**src/design/i2cms_pkg.sv**
```systemverilog
// Package for the I2C master bit sequencer: beat payload types, command codes,
// phase encoding and the tick counter width.
// No dependencies; imported by i2cms_engine and i2c_master_bit_sequencer.
package i2cms_pkg;

    // Width of the per-phase tick counter.
    localparam int unsigned TICK_COUNT_BITS = 16;
    // Width used to compare the tick counter against the configured phase length.
    localparam int unsigned CMP_BITS = 32;

    // Command codes carried in the op field.
    localparam logic [1:0] OP_START = 2'd0;
    localparam logic [1:0] OP_STOP  = 2'd1;
    localparam logic [1:0] OP_WRITE = 2'd2;
    localparam logic [1:0] OP_READ  = 2'd3;

    // Number of data bits in one byte slot sequence.
    localparam logic [3:0] DATA_BITS = 4'd8;

    // Phase of the current command. Start and stop walk through PH_LOW, PH_HIGH1
    // and PH_HIGH2 as their first, second and third phases.
    typedef enum logic [2:0] {
        PH_IDLE  = 3'd0,
        PH_LOW   = 3'd1,
        PH_HIGH1 = 3'd2,
        PH_HIGH2 = 3'd3,
        PH_TRAIL = 3'd4
    } phase_t;

    // One input beat: one timebase tick.
    typedef struct packed {
        logic       cmd_valid;
        logic [1:0] op;
        logic [7:0] tx_byte;
        logic       ack_level;
        logic       sda_in;
    } i2cms_in_t;

    // One result beat.
    typedef struct packed {
        logic       scl_out;
        logic       sda_out;
        logic       busy_res;
        logic       done_res;
        logic [7:0] rx_byte;
        logic       ack_ok;
    } i2cms_out_t;

endpackage

```
**src/design/i2cms_engine.sv**
```systemverilog
// Phase engine of the I2C master bit sequencer: command state, tick counter,
// shifter and pin levels, advanced by one tick per enable.
// Depends on i2cms_pkg.
module i2cms_engine
    import i2cms_pkg::*;
(
    input  logic        clk,
    input  logic        rst_n,
    input  logic        advance,
    input  i2cms_in_t   tick,
    input  logic [15:0] phase_ticks,
    output i2cms_out_t  result
);

    phase_t                       step_reg, step_next;
    logic [1:0]                   command_reg, command_next;
    logic [3:0]                   bit_index_reg, bit_index_next;
    logic [TICK_COUNT_BITS-1:0]   tick_count_reg, tick_count_next;
    logic [7:0]                   shifter_reg, shifter_next;
    logic                         ack_drive_reg, ack_drive_next;
    logic                         scl_level_reg, scl_level_next;
    logic                         sda_level_reg, sda_level_next;
    logic                         ack_flag_reg, ack_flag_next;
    logic [7:0]                   rx_data_reg, rx_data_next;

    logic [15:0] limit;
    logic        phase_end;
    logic        load_levels;
    logic        done;
    logic        drv_scl;
    logic        drv_sda;

    assign limit     = (phase_ticks == 16'd0) ? 16'd1 : phase_ticks;
    assign phase_end = (CMP_BITS'(tick_count_reg) >= CMP_BITS'(limit))
                       || (tick_count_reg == {TICK_COUNT_BITS{1'b1}});

    // State transitions for one tick.
    always_comb
    begin
        step_next       = step_reg;
        command_next    = command_reg;
        bit_index_next  = bit_index_reg;
        tick_count_next = tick_count_reg;
        shifter_next    = shifter_reg;
        ack_drive_next  = ack_drive_reg;
        ack_flag_next   = ack_flag_reg;
        rx_data_next    = rx_data_reg;
        load_levels     = 1'b0;
        done            = 1'b0;
        if (advance)
        begin
            if (step_reg == PH_IDLE)
            begin
                if (tick.cmd_valid)
                begin
                    command_next    = tick.op;
                    bit_index_next  = 4'd0;
                    shifter_next    = (tick.op == OP_WRITE) ? tick.tx_byte : 8'd0;
                    if (tick.op == OP_READ)
                    begin
                        ack_drive_next = tick.ack_level;
                    end
                    step_next       = PH_LOW;
                    tick_count_next = TICK_COUNT_BITS'(1);
                    load_levels     = 1'b1;
                end
            end
            else if (phase_end)
            begin
                if ((command_reg == OP_START) || (command_reg == OP_STOP))
                begin
                    unique case (step_reg)
                        PH_LOW:   step_next = PH_HIGH1;
                        PH_HIGH1: step_next = PH_HIGH2;
                        default:  done = 1'b1;
                    endcase
                end
                else
                begin
                    unique case (step_reg)
                        PH_LOW:
                        begin
                            step_next = PH_HIGH1;
                        end
                        PH_HIGH1:
                        begin
                            // Middle of SCL high: sample the line.
                            if (bit_index_reg < DATA_BITS)
                            begin
                                if (command_reg == OP_READ)
                                begin
                                    shifter_next = {shifter_reg[6:0], tick.sda_in};
                                end
                            end
                            else if (command_reg == OP_WRITE)
                            begin
                                ack_flag_next = ~tick.sda_in;
                            end
                            step_next = PH_HIGH2;
                        end
                        PH_HIGH2:
                        begin
                            if (bit_index_reg < DATA_BITS)
                            begin
                                if (command_reg == OP_WRITE)
                                begin
                                    shifter_next = {shifter_reg[6:0], 1'b0};
                                end
                                bit_index_next = bit_index_reg + 4'd1;
                                step_next      = PH_LOW;
                            end
                            else
                            begin
                                step_next = PH_TRAIL;
                            end
                        end
                        default:
                        begin
                            if (command_reg == OP_READ)
                            begin
                                rx_data_next = shifter_reg;
                            end
                            done = 1'b1;
                        end
                    endcase
                end
                if (done)
                begin
                    step_next       = PH_IDLE;
                    tick_count_next = '0;
                end
                else
                begin
                    tick_count_next = TICK_COUNT_BITS'(1);
                    load_levels     = 1'b1;
                end
            end
            else
            begin
                tick_count_next = tick_count_reg + TICK_COUNT_BITS'(1);
            end
        end
    end

    // Pin levels of the phase being entered.
    always_comb
    begin
        if (command_next == OP_START)
        begin
            drv_scl = (step_next != PH_HIGH2);
            drv_sda = (step_next == PH_LOW);
        end
        else if (command_next == OP_STOP)
        begin
            drv_scl = (step_next != PH_LOW);
            drv_sda = (step_next == PH_HIGH2);
        end
        else if (step_next == PH_TRAIL)
        begin
            drv_scl = 1'b0;
            drv_sda = 1'b1;
        end
        else
        begin
            drv_scl = (step_next != PH_LOW);
            if (bit_index_next >= DATA_BITS)
            begin
                drv_sda = (command_next == OP_READ) ? ack_drive_next : 1'b1;
            end
            else
            begin
                drv_sda = (command_next == OP_WRITE) ? shifter_next[7] : 1'b1;
            end
        end
    end

    assign scl_level_next = load_levels ? drv_scl : scl_level_reg;
    assign sda_level_next = load_levels ? drv_sda : sda_level_reg;

    always_ff @(posedge clk or negedge rst_n)
    begin
        if (!rst_n)
        begin
            step_reg       <= PH_IDLE;
            command_reg    <= OP_START;
            bit_index_reg  <= 4'd0;
            tick_count_reg <= '0;
            shifter_reg    <= 8'd0;
            ack_drive_reg  <= 1'b1;
            scl_level_reg  <= 1'b1;
            sda_level_reg  <= 1'b1;
            ack_flag_reg   <= 1'b0;
            rx_data_reg    <= 8'd0;
        end
        else
        begin
            step_reg       <= step_next;
            command_reg    <= command_next;
            bit_index_reg  <= bit_index_next;
            tick_count_reg <= tick_count_next;
            shifter_reg    <= shifter_next;
            ack_drive_reg  <= ack_drive_next;
            scl_level_reg  <= scl_level_next;
            sda_level_reg  <= sda_level_next;
            ack_flag_reg   <= ack_flag_next;
            rx_data_reg    <= rx_data_next;
        end
    end

    assign result.scl_out  = scl_level_next;
    assign result.sda_out  = sda_level_next;
    assign result.busy_res = (step_next != PH_IDLE);
    assign result.done_res = done;
    assign result.rx_byte  = rx_data_next;
    assign result.ack_ok   = ack_flag_next;

endmodule

```
**src/design/i2c_master_bit_sequencer.sv**
```systemverilog
// Top level of the I2C master bit sequencer: handshakes, phase length register
// and result register around the phase engine.
// Depends on i2cms_pkg and i2cms_engine.
//
//  Channel | Direction | Beat payload       | Handshake
//  --------+-----------+--------------------+----------------------
//  in      | input     | i2cms_in_t (tick)  | in_valid / in_ready
//  out     | output    | i2cms_out_t        | out_valid / out_ready
//  cfg     | input     | phase_ticks, 16 b  | cfg_valid / cfg_ready
//
// Every input beat is one timebase tick and yields exactly one result beat. The
// engine updates its state in the cycle the tick is accepted, and the result
// lands in the output register on the same edge, so one tick is taken every
// clock cycle unless the output stalls; the result shows in the cycle after.
// After reset the bus is released, the engine is idle and phase_ticks is 7.
// A new tick is accepted while the result register is empty or is being drained
// in the same cycle; a stalled output holds the result and stops input intake.
module i2c_master_bit_sequencer
    import i2cms_pkg::*;
(
    input  logic        clk,
    input  logic        rst_n,
    input  logic        in_valid,
    output logic        in_ready,
    input  i2cms_in_t   in_data,
    output logic        out_valid,
    input  logic        out_ready,
    output i2cms_out_t  out_data,
    input  logic        cfg_valid,
    output logic        cfg_ready,
    input  logic [15:0] cfg_data
);

    logic [15:0] phase_ticks_reg;
    logic        out_valid_reg;
    i2cms_out_t  out_data_reg;
    i2cms_out_t  engine_result;
    logic        in_accept;

    // Always writable; the user must change the phase length only while idle.
    assign cfg_ready = 1'b1;

    // The result register frees up in the same cycle it is drained.
    assign in_ready  = !out_valid_reg || out_ready;
    assign in_accept = in_valid && in_ready;

    i2cms_engine u_engine (
        .clk         (clk),
        .rst_n       (rst_n),
        .advance     (in_accept),
        .tick        (in_data),
        .phase_ticks (phase_ticks_reg),
        .result      (engine_result)
    );

    always_ff @(posedge clk or negedge rst_n)
    begin
        if (!rst_n)
        begin
            phase_ticks_reg <= 16'd7;
            out_valid_reg   <= 1'b0;
        end
        else
        begin
            if (cfg_valid)
            begin
                phase_ticks_reg <= cfg_data;
            end
            if (in_accept)
            begin
                out_valid_reg <= 1'b1;
            end
            else if (out_ready)
            begin
                out_valid_reg <= 1'b0;
            end
        end
    end

    // The result payload needs no reset; it is qualified by out_valid.
    always_ff @(posedge clk)
    begin
        if (in_accept)
        begin
            out_data_reg <= engine_result;
        end
    end

    assign out_valid = out_valid_reg;
    assign out_data  = out_data_reg;

endmodule
```
**config.mk**
```make
export PLATFORM = sky130hd
export DESIGN_NAME = i2c_master_bit_sequencer
export DESIGN_NICKNAME = d
export VERILOG_FILES = /design/src/design/i2cms_pkg.sv /design/src/design/i2cms_engine.sv /design/src/design/i2c_master_bit_sequencer.sv
export SDC_FILE = /design/constraint.sdc
export NUM_CORES = 1
export LEC_CHECK = 0
export BUFFER_PORTS_ARGS = -buffer_cell sky130_fd_sc_hd__buf_2
export CAP_MARGIN = 20
export CORE_MARGIN = 3
export CORE_UTILIZATION = 45
export CTS_BUF_LIST = sky130_fd_sc_hd__clkbuf_4 sky130_fd_sc_hd__clkbuf_8
export DETAILED_ROUTE_END_ITERATION = 7
export GPL_TIMING_DRIVEN = 0
export SYNTH_ARGS = -nofsm -noshare
export SYNTH_HDL_FRONTEND = slang
export SYNTH_HIERARCHICAL = 1
export SYNTH_SLANG_ARGS = --single-unit
```
**constraint.sdc**
```tcl
create_clock -name clk -period 7.7 [get_ports clk]
set_input_delay 0.77 -clock clk [delete_from_list [all_inputs] [get_ports clk]]
set_output_delay 0.77 -clock clk [all_outputs]
set_load 0.05 [all_outputs]
```
==> flow_metrics.env, run 1 <==
export IMPL_powerDensity_nw_per_um2=197
export IMPL_postLayoutCellArea_um2=4510
export IMPL_ys_types=59
export IMPL_synthArstFlopShare=0.827
export IMPL_drive_gt1_frac=0.263
export IMPL_startpoint="phase_ticks_reg[8]$_DFFE_PN0P_"
export IMPL_fmax_mhz=290
export IMPL_grt_pass1_wl_mm=12.9
export IMPL_wirelength_mm=7.64
export IMPL_rsz0062_at_grt="no"
export IMPL_synth_area_leader_cell="dfrtp_1"
export IMPL_worstSetupPathType="register to register"
export IMPL_rrSetupSlack_ns=4.25
export IMPL_intPower_uw=637
export IMPL_cts_root_buf="clkbuf_8"
export IMPL_synth_net_count=411
export IMPL_max_cap_violations=0
export IMPL_swShare=0.282
export IMPL_synth_top_area_frac=0.355
export IMPL_dp_hpwl_mm=5.63
export IMPL_yosysMostFrequentCell="dfrtp_1"
export IMPL_antenna_left=0
export IMPL_drt_iter0_markers=123
export IMPL_cp_start_kind="register"
export IMPL_clockBufferDepth=2
export IMPL_grt_max_degree=63
export IMPL_die_w_um=99.7
export IMPL_pwr_share_seq=0.524
export IMPL_die_h_um=99.7
export IMPL_p_leak_uw=0.00208
export IMPL_clk_latency_ns=0.34
export IMPL_nets=469
export IMPL_path_max_fanout=6
export IMPL_first_global_vias=2668
export IMPL_hold_viol=0
export IMPL_hold_depth=1
export IMPL_max_slew_margin_rel=0.484
export IMPL_r2r_end="out_data[11]$_DFFE_PP_"
export IMPL_num_antenna_cells=0
export IMPL_core_area_um2=8380
export IMPL_vdd_ir_drop_worst_mv=0.0998
export IMPL_viasPerCell=5.27
export IMPL_h_tree_depth=3
export IMPL_row_count=33
export IMPL_cts_hold_buf=0
export IMPL_cp_top_family="compound AO/OA/AOI/OAI gates"
export IMPL_wl_per_cell_um=14.5
export IMPL_clockPowerShare=0.330
export IMPL_critPathBufInv=1
export IMPL_syn_area_um2=3950
export IMPL_place_gp_congestion=0.821
export IMPL_p_sw_uw=250
export IMPL_area_delta_synth_final_pct=14.2
export IMPL_crit_chain="nor4_1 -> a41o_1 -> ha_1 -> nand2b_1 -> a2111o_1 -> a32oi_4 -> a21boi_2 -> a32o_1 -> o311ai_1 -> a32oi_1 -> buf_4"
export IMPL_final_setup_tns_ns=0
export IMPL_fin_util=0.538
export IMPL_whs_ns=0.471
export IMPL_vias=2779
export IMPL_ios=50
export IMPL_rr_startpoint="phase_ticks_reg[8]$_DFFE_PN0P_"
export IMPL_finalMaxSlewViolations=0
export IMPL_finalClockSkew_ns=0.00695
export IMPL_die_area_um2=9940
export IMPL_crit_slowest_cell="a2111o_1"
export IMPL_ctsResizeCount=0
export IMPL_finalSetupViolCount=0
export IMPL_post_route_period_util=0.447
export IMPL_hold_path_class="register to register"
export IMPL_min_period_ns=3.45
export IMPL_cp_required_ns=7.80
export IMPL_rr_worst_depth=11
export IMPL_avgSynthCellArea_um2=11.0
export IMPL_syn_inst=359
export IMPL_cts_sinks=75
export IMPL_antenna_found_initial=0
export IMPL_cts_buffers=9
export IMPL_synth_flop_cell="dfrtp_1"
export IMPL_postPlaceCellArea_um2=4320
export IMPL_ys_ff_latch=75
export IMPL_synthTopCellsByArea="dfrtp_1 (35%), edfxtp_1 (9.9%), ha_1 (5.7%), dfstp_2 (4.0%), mux2_4 (3.8%)"
export IMPL_cts_clk_slew_worst_paths_ns=0.08
export IMPL_synth_edf_count=13
export IMPL_cts_setup_buffers=0
export IMPL_initial_core_util=0.471
export IMPL_tightest_slew_ns=0.774
export IMPL_grt_usage=0.163
export IMPL_slowest_delay_ns=0.47
export IMPL_combPwrFrac=0.146
export IMPL_min_from="u_engine/bit_index_reg[2]$_DFF_PN0_"
export IMPL_grt_overflow_total=0
export IMPL_portBuffers=47
export IMPL_cts_tree="built"
export IMPL_synth_commonest_cells="dfrtp_1 (56), nor2_1 (31), inv_1 (25), nand2_1 (22), a21oi_1 (19)"
export IMPL_status="finished, final reports clean"
export IMPL_worst_setup_path_end_kind="register"
export IMPL_hold_end="u_engine/bit_index_reg[2]$_DFF_PN0_"
export IMPL_synth_warnings=6
export IMPL_yosysSeqAreaShare=0.494
export IMPL_arrival_ns=3.55
export IMPL_first_pass_iters=4
export IMPL_route_detailed_drc=0
==> final cells by class <==
class	count	area [um2]
Fill cell	774	3870
Sequential cell	75	1950
Multi-Input combinational cell	240	1780
Timing Repair Buffer	47	238
Tap cell	105	131
Clock buffer	9	124
Buffer	18	119
Inverter	26	97.6
Clock inverter	7	68.8
==> routing by layer <==
metal,GRT usage,vias up,wire (um)
li1,-,1400,-
met1,0.232,1320,3910
met2,0.246,49,3370
met3,0.0379,10,266
met4,0.0536,0,95
met5,0,-,0
==> metrics by stage <==
stage | setup WS [ns] | std cells | total power (uW)
5_1_grt | 4.04 | 527 | 940
6_report | 4.25 | 527 | 888
3_5_place_dp | 4.09 | 511 | 603
4_1_cts | 4.21 | 527 | 900
3_3_place_gp | 4.13 | 511 | 598
2_1_floorplan | 4.30 | 359 | 558
==> logic make-up after synthesis <==
kind of cell | Yosys count | synth area share
other | 1 | 0.000949
AOI/OAI and AO/OA | 61 | 0.111
muxes | 32 | 0.0988
DFF | 75 | 0.494
xor gates and xnor gates | 14 | 0.0310
buffers and inverters | 44 | 0.0548
adders and majority gates | 18 | 0.0570
and+or+nand+nor | 114 | 0.153
==> power by group through the flow <==
stage | Combinational, uW | Sequential [uW] | Clock, uW
floorplan | 85.4 | 473 | 0
global placement | 126 | 472 | 0
detailed placement | 132 | 472 | 0
CTS | 132 | 464 | 304
global route | 147 | 470 | 323
finish | 130 | 465 | 293
==> how the worst max path moves through the flow <==
| stage | endpoint | slack [ns] | cells past startpoint |
|---|---|---|---|
| 3_3_place_gp | out_data[11]$_DFFE_PP_ | 4.13 | 11 |
| 6_report | out_data[11]$_DFFE_PP_ | 4.25 | 11 |
| 3_5_place_dp | out_data[11]$_DFFE_PP_ | 4.09 | 11 |
| 2_1_floorplan | out_data[11]$_DFFE_PP_ | 4.30 | 10 |
| 5_1_grt | out_data[11]$_DFFE_PP_ | 4.04 | 11 |
| 4_1_cts | out_data[11]$_DFFE_PP_ | 4.21 | 11 |
==> layout by cell type, fill, tap and decap left out, types with 3 or more instances in the layout <==
cell / synthesis / routed
nand4_1: 11 / 11
xnor2_1: 6 / 6
ha_1: 18 / 18
buf_2: 4 / 50
a22oi_1: 8 / 8
a21oi_1: 19 / 19
nand2b_1: 4 / 4
clkbuf_1: 5 / 5
nand3_1: 12 / 12
nor2_1: 31 / 31
inv_1: 25 / 25
nor4_1: 3 / 3
o21ai_1: 5 / 5
clkbuf_8: 0 / 9
xor2_1: 8 / 8
mux2i_1: 6 / 6
nor4_2: 3 / 3
clkinv_2: 0 / 3
mux2_2: 8 / 8
and4_1: 4 / 4
nand2_1: 22 / 22
mux2_4: 10 / 10
nor3_1: 4 / 4
mux2_1: 8 / 8
and3_1: 4 / 4
o21ai_0: 11 / 11
buf_4: 6 / 7
dfrtp_1: 56 / 56
or3_1: 5 / 5
dfstp_2: 6 / 6
edfxtp_1: 13 / 13
Power figures use the tool's default switching activity.
==> inputs of run 2 (changes only) <==
--- a/config.mk
+++ b/config.mk
@@ -5,6 +5,7 @@
 export SDC_FILE = /design/constraint.sdc
 export NUM_CORES = 1
 export LEC_CHECK = 0
+export ABC_AREA = 1
 export BUFFER_PORTS_ARGS = -buffer_cell sky130_fd_sc_hd__buf_2
 export CAP_MARGIN = 20
 export CORE_MARGIN = 3
==> constraint.sdc (replaced) <==
create_clock -name clk -period 3.5 [get_ports clk]
set_input_delay 0.35 -clock clk [delete_from_list [all_inputs] [get_ports clk]]
set_output_delay 0.35 -clock clk [all_outputs]
set_load 0.05 [all_outputs]
==> flow_metrics.env, run 2 <==
export IMPL_nets=604
export IMPL_synth_top_area_frac=0.341
export IMPL_cts_hold_buf=0
export IMPL_clockBufferDepth=2
export IMPL_fill_cells=881
export IMPL_portBuffers=48
export IMPL_arrival_ns=3.16
export IMPL_die_h_um=102
export IMPL_finalClockSkew_ns=0.0123
export IMPL_cp_required_ns=3.60
export IMPL_post_route_period_util=0.874
export IMPL_critPathBufInv=0
export IMPL_powerDensity_nw_per_um2=564
export IMPL_cp_top_family="simple AND/OR/NAND/NOR gates"
export IMPL_max_slew_margin_rel=0.465
export IMPL_synth_commonest_cells="nand2_1 (109), inv_1 (82), dfrtp_1 (56), nand3_1 (46), nor2_1 (45)"
export IMPL_highest_layer="met4"
export IMPL_tightest_slew_ns=0.802
export IMPL_cts_root_buf="clkbuf_8"
export IMPL_grt_overflow_total=0
export IMPL_max_cap_violations=0
export IMPL_p_leak_uw=0.00243
export IMPL_h_tree_depth=3
export IMPL_cts_clk_slew_worst_paths_ns=0.09
export IMPL_cts_sinks=75
export IMPL_synth_flop_cell="dfrtp_1"
export IMPL_vias=3276
export IMPL_wirelength_mm=8.27
export IMPL_hold_viol=0
export IMPL_synth_area_leader_cell="dfrtp_1"
export IMPL_dr_wl_met2_mm=3.73
export IMPL_min_period_ns=3.06
export IMPL_crit_slowest_cell="dfrtp_1"
export IMPL_vdd_ir_drop_worst_mv=0.346
export IMPL_synthArstFlopShare=0.827
export IMPL_synth_edf_count=13
export IMPL_yosysMostFrequentCell="nand2_1"
export IMPL_initial_core_util=0.467
export IMPL_first_pass_iters=4
export IMPL_row_count=34
export IMPL_dp_hpwl_mm=6.18
export IMPL_first_global_vias=3033
export IMPL_wl_met3_um=254
export IMPL_status="finished, final reports clean"
export IMPL_finalMaxSlewViolations=0
export IMPL_fmax_mhz=327
export IMPL_ios=50
export IMPL_finalSetupViolCount=0
export IMPL_ys_types=42
export IMPL_drive_gt1_frac=0.208
export IMPL_synth_net_count=544
export IMPL_cts_setup_buffers=0
export IMPL_grt_max_degree=63
export IMPL_cp_common_cell="nand2_1"
export IMPL_path_max_fanout=10
export IMPL_antenna_found_initial=0
export IMPL_worstSetupPathType="register to register"
export IMPL_syn_inst=492
export IMPL_fin_total_pwr_uw=2650
export IMPL_clk_latency_ns=0.35
export IMPL_cts_buffers=9
export IMPL_wl_per_cell_um=12.4
export IMPL_core_area_um2=8810
export IMPL_synthTopCellsByArea="dfrtp_1 (34%), nand2_1 (9.9%), edfxtp_1 (9.5%), inv_1 (7.5%), nand3_1 (5.6%)"
export IMPL_cts_tree="built"
export IMPL_final_setup_tns_ns=0
export IMPL_route_detailed_drc=0
export IMPL_final_common_cell="nand2_1"
export IMPL_yosysSeqAreaShare=0.474
export IMPL_m1WireLength_mm=4.17
export IMPL_finalNonFillerCells=665
export IMPL_die_area_um2=10300
export IMPL_area_delta_synth_final_pct=14.5
export IMPL_viasPerCell=4.93
export IMPL_avgSynthCellArea_um2=8.36
export IMPL_slowest_delay_ns=0.41
export IMPL_grt_usage=0.171
export IMPL_die_w_um=102
export IMPL_drt_iter0_markers=104
export IMPL_num_antenna_cells=0
export IMPL_place_gp_congestion=0.853
export IMPL_cp_start_kind="register"
export IMPL_worst_setup_path_end_kind="register"
export IMPL_synth_warnings=6
export IMPL_hold_path_class="input pin to async pin"
export IMPL_grt_pass1_wl_mm=14.0
export IMPL_ys_ff_latch=75
export IMPL_final_cell_mix="nand2_1 (109), inv_1 (82), dfrtp_1 (56), buf_2 (48), nand3_1 (46)"
export IMPL_rsz0062_at_grt="no"
export IMPL_syn_area_um2=4110
export IMPL_crit_chain="nor4_1 -> a41o_1 -> ha_1 -> nand4_1 -> nor2_1 -> nor2_1 -> nand2_1 -> nand2_1 -> nand2_2 -> nand2_1 -> nor3_4 -> nand4_2 -> mux2_2"
export IMPL_dp_cells=649
export IMPL_antenna_left=0
-- run 2: cell count changes in the layout (fill, tap and decap cells not counted), moves of 6 or more --
cell     previous run  this run
inv_1              25        82
mux2_4             10         0
nor2_1             31        45
a22oi_1             8         0
nand3_1            12        46
nand2_1            22       109
mux2i_1             6         0
xor2_1              8         1
o21ai_0            11        24
mux2_1              8         0
nand4_1            11         3
-- run 2: power breakdown --
group	switching (uW)	leakage (uW)	total (uW)	internal, uW
Combinational	540	0.00142	834	294
Sequential	112	0.000920	1170	1060
Clock	377	0.0000940	652	275
Total	1030	0.00243	2650	1630
-- run 2: layout make-up --
type                       count  area, um2  share of cell area
timing repair buffer          49        258              0.0548
clock inverter                 7       67.6              0.0144
inverter                      85        324              0.0688
multi-input combinational    322       1770               0.375
tap                          108        135              0.0287
sequential                    75       1950               0.414
buffer                        10       83.8              0.0178
clock buffer                   9        124              0.0263
-- run 2: logic make-up (layout without fill, tap and decap cells) --
family	after synthesis	in the layout	synth area share
AO/OA/AOI/OAI	58	58	0.0858
XOR/XNOR	3	3	0.00639
adder cells (fa/ha/maj)	18	18	0.0548
buffers and inverters	95	160	0.0992
flip-flops	75	75	0.474
multiplexers	7	7	0.0192
other	1	1	0.000912
AND/OR/NAND/NOR	235	235	0.260
-- run 2: metal layers --
layer	vias to the layer above	global-route usage
li1	1705	-
met1	1517	0.240
met2	46	0.268
met3	8	0.0275
met4	0	0.0644
met5	-	0
-- run 2: timing repair --
item / 4_1_cts / 5_1_grt
resized for setup: 0 / 1
endpoints found under the setup margin: 0 / 1
endpoints found under the hold margin: 0 / 0
-- run 2: path summary, 6_finish.rpt --
path | startpoint | to | slack [ns] | cells after the start
setup reg to reg | phase_ticks_reg[8]$_DFFE_PN0P_ | out_data[2]$_DFFE_PP_ | 0.44 | 13
hold / removal | rst_n | phase_ticks_reg[14]$_DFFE_PN0P_ | 0.08 | 1
max in group asynchronous | rst_n | u_engine/rx_data_reg[7]$_DFF_PN0_ | 2.89 | 1
setup / recovery | phase_ticks_reg[8]$_DFFE_PN0P_ | out_data[2]$_DFFE_PP_ | 0.44 | 13
min in group clk | cfg_data[12] | phase_ticks_reg[12]$_DFFE_PN0P_ | 0.20 | 3
hold reg to reg | phase_ticks_reg[0]$_DFFE_PN1P_ | phase_ticks_reg[0]$_DFFE_PN1P_ | 0.49 | 2
-- run 2: worst reg2reg max path: cells and delay by family (launching register included) --
kind	cells	cell delay (ns)
and+or+nand+nor	10	1.65
DFF	1	0.41
muxes	1	0.40
AOI/OAI and AO/OA	1	0.24
adders and majority gates	1	0.12
-- run 2: stage by stage --
| step | hold WS (ns) | worst slack, ns | instance area, um2 | utilization |
|---|---|---|---|---|
| after floorplan | 0.0544 | 0.242 | 4110 | - |
| after global placement | 0.471 | -0.641 | 4490 | 0.510 |
| after detailed placement | 0.483 | 0.318 | 4510 | 0.512 |
| after CTS | 0.109 | 0.303 | 4700 | 0.534 |
| after global routing | 0.147 | 0.109 | 4710 | 0.535 |
| final | 0.0779 | 0.440 | 4710 | 0.535 |
==> inputs of run 3 (changes only) <==
--- a/config.mk
+++ b/config.mk
@@ -13,6 +13,7 @@
 export CTS_BUF_LIST = sky130_fd_sc_hd__clkbuf_4 sky130_fd_sc_hd__clkbuf_8
 export DETAILED_ROUTE_END_ITERATION = 7
 export GPL_TIMING_DRIVEN = 0
+export PLACE_DENSITY_LB_ADDON = 0.15
 export SYNTH_ARGS = -nofsm -noshare
 export SYNTH_HDL_FRONTEND = slang
 export SYNTH_HIERARCHICAL = 1
==> flow_metrics.env, run 3 (same netlist as run 2, synthesis figures left out) <==
export IMPL_status="finished, final reports clean"
export IMPL_worst_setup_path_end_kind="register"
export IMPL_intPower_uw=1630
export IMPL_arrival_ns=3.28
export IMPL_cp_required_ns=3.62
export IMPL_cts_sinks=75
export IMPL_finalMaxSlewViolations=0
export IMPL_max_cap_violations=0
export IMPL_p_sw_uw=1030
export IMPL_combPwrFrac=0.316
export IMPL_drive_gt1_frac=0.208
export IMPL_cts_clk_slew_worst_paths_ns=0.09
export IMPL_postLayoutCellArea_um2=4700
export IMPL_drt_iter0_markers=135
export IMPL_wl_per_cell_um=12.7
export IMPL_ios=50
export IMPL_dp_hpwl_mm=6.30
export IMPL_final_common_cell="nand2_1"
export IMPL_grt_pass1_wl_mm=14.5
export IMPL_viasPerCell=4.97
export IMPL_portBuffers=48
export IMPL_cts_tree="built"
export IMPL_crit_slowest_cell="nor4_1"
export IMPL_first_global_vias=3226
export IMPL_area_delta_synth_final_pct=14.4
export IMPL_wirelength_mm=8.45
export IMPL_worstSetupPathType="register to register"
export IMPL_vias=3307
export IMPL_hold_viol=0
export IMPL_finalSetupViolCount=0
export IMPL_p_leak_uw=0.00243
export IMPL_first_pass_iters=4
export IMPL_rsz0062_at_grt="no"
export IMPL_swShare=0.388
export IMPL_clk_latency_ns=0.35
export IMPL_grt_max_degree=63
export IMPL_slowest_delay_ns=0.43
export IMPL_die_h_um=102
export IMPL_antenna_found_initial=0
export IMPL_row_count=34
export IMPL_min_period_ns=3.16
export IMPL_cp_top_family="simple AND/OR/NAND/NOR gates"
export IMPL_pwr_share_seq=0.442
export IMPL_cts_hold_buf=0
export IMPL_nets=604
export IMPL_clockBufferDepth=2
export IMPL_antenna_left=0
export IMPL_max_slew_margin_rel=0.467
export IMPL_critPathBufInv=2
export IMPL_fin_total_pwr_uw=2660
export IMPL_finalNonFillerCells=665
export IMPL_fmax_mhz=316
export IMPL_vdd_ir_drop_worst_mv=0.369
export IMPL_cts_setup_buffers=0
export IMPL_path_max_fanout=10
export IMPL_die_w_um=102
export IMPL_cts_buffers=9
export IMPL_grt_overflow_total=0
export IMPL_initial_core_util=0.467
export IMPL_grt_usage=0.178
export IMPL_finalClockSkew_ns=0.0119
export IMPL_dp_cells=649
export IMPL_cp_start_kind="register"
export IMPL_num_antenna_cells=0
export IMPL_cp_common_cell="nor2_1"
export IMPL_final_cell_mix="nand2_1 (109), inv_1 (82), dfrtp_1 (56), buf_2 (48), nand3_1 (46)"
export IMPL_cts_root_buf="clkbuf_8"
export IMPL_core_area_um2=8810
export IMPL_post_route_period_util=0.903
export IMPL_hold_path_class="input pin to async pin"
export IMPL_route_detailed_drc=0
export IMPL_die_area_um2=10300
export IMPL_clockPowerShare=0.242
export IMPL_ctsResizeCount=0
export IMPL_crit_chain="nor4_1 -> a41o_1 -> ha_1 -> nand4_1 -> nor2_1 -> nor2_1 -> nand2_1 -> nand2_1 -> nand2_2 -> buf_2 -> nand2_1 -> nand3_1 -> nand2_1 -> nor2_1 -> nor2_1 -> nor2_1 -> nand3_1 -> nor2_1 -> nor2_1 -> buf_4"
export IMPL_h_tree_depth=3
export IMPL_tightest_slew_ns=0.799
export IMPL_powerDensity_nw_per_um2=565
export IMPL_postPlaceCellArea_um2=4510
export IMPL_place_gp_congestion=0.893
==> run 3: cell types whose count changed in the layout (fill, tap and decap cells not counted), sizes merged <==
cell    before  now
clkinv       2    1
inv         89   90
==> run 3: cell type report <==
| type | instances | area [um2] |
|---|---|---|
| Fill cell | 862 | 4100 |
| Tap cell | 108 | 135 |
| Inverter | 85 | 324 |
| Clock buffer | 9 | 124 |
| Sequential cell | 75 | 1950 |
| Timing Repair Buffer | 49 | 258 |
| Multi-Input combinational cell | 322 | 1770 |
| Clock inverter | 7 | 65.1 |
| Buffer | 10 | 83.8 |
==> run 3: power groups by stage <==
stage / Clock, uW / Sequential, uW / Combinational (uW)
floorplan: 0 / 1220 / 593
global placement: 0 / 1190 / 820
detailed placement: 0 / 1190 / 841
CTS: 666 / 1170 / 846
global route: 707 / 1200 / 966
finish: 644 / 1170 / 841
==> run 3: stage by stage <==
step	TNS, ns	hold slack, ns	worst slack, ns	util
2_1_floorplan	0	0.0544	0.242	-
3_5_place_dp	0	0.484	0.259	0.512
3_3_place_gp	-14.84	0.473	-0.599	0.510
4_1_cts	0	0.111	0.257	0.534
6_report	0	0.0757	0.338	0.534
5_1_grt	0	0.139	0.0640	0.534
==> run 3: worst paths after layout <==
kind                                                     start                                      to  cells past startpoint  slack, ns
worst max-delay path            phase_ticks_reg[8]$_DFFE_PN0P_                  out_data[11]$_DFFE_PP_                     20       0.34
worst min register to register  phase_ticks_reg[1]$_DFFE_PN1P_          phase_ticks_reg[1]$_DFFE_PN1P_                      2       0.50
worst max register to register  phase_ticks_reg[8]$_DFFE_PN0P_                  out_data[11]$_DFFE_PP_                     20       0.34
worst min-delay path                                     rst_n       u_engine/rx_data_reg[6]$_DFF_PN0_                      1       0.08
max in group asynchronous                                rst_n  u_engine/tick_count_reg[1]$_DFFE_PN0P_                      1       2.89
min in group clk                                   cfg_data[6]          phase_ticks_reg[6]$_DFFE_PN0P_                      3       0.20
==> run 3: per-layer routing <==
layer	vias up	routed length (um)	GRT usage	share of wire
li1	1701	-	-	-
met1	1553	4160	0.251	0.49
met2	44	3870	0.277	0.46
met3	9	313	0.0372	0.037
met4	0	99	0.0501	0.012
met5	-	0	0	0
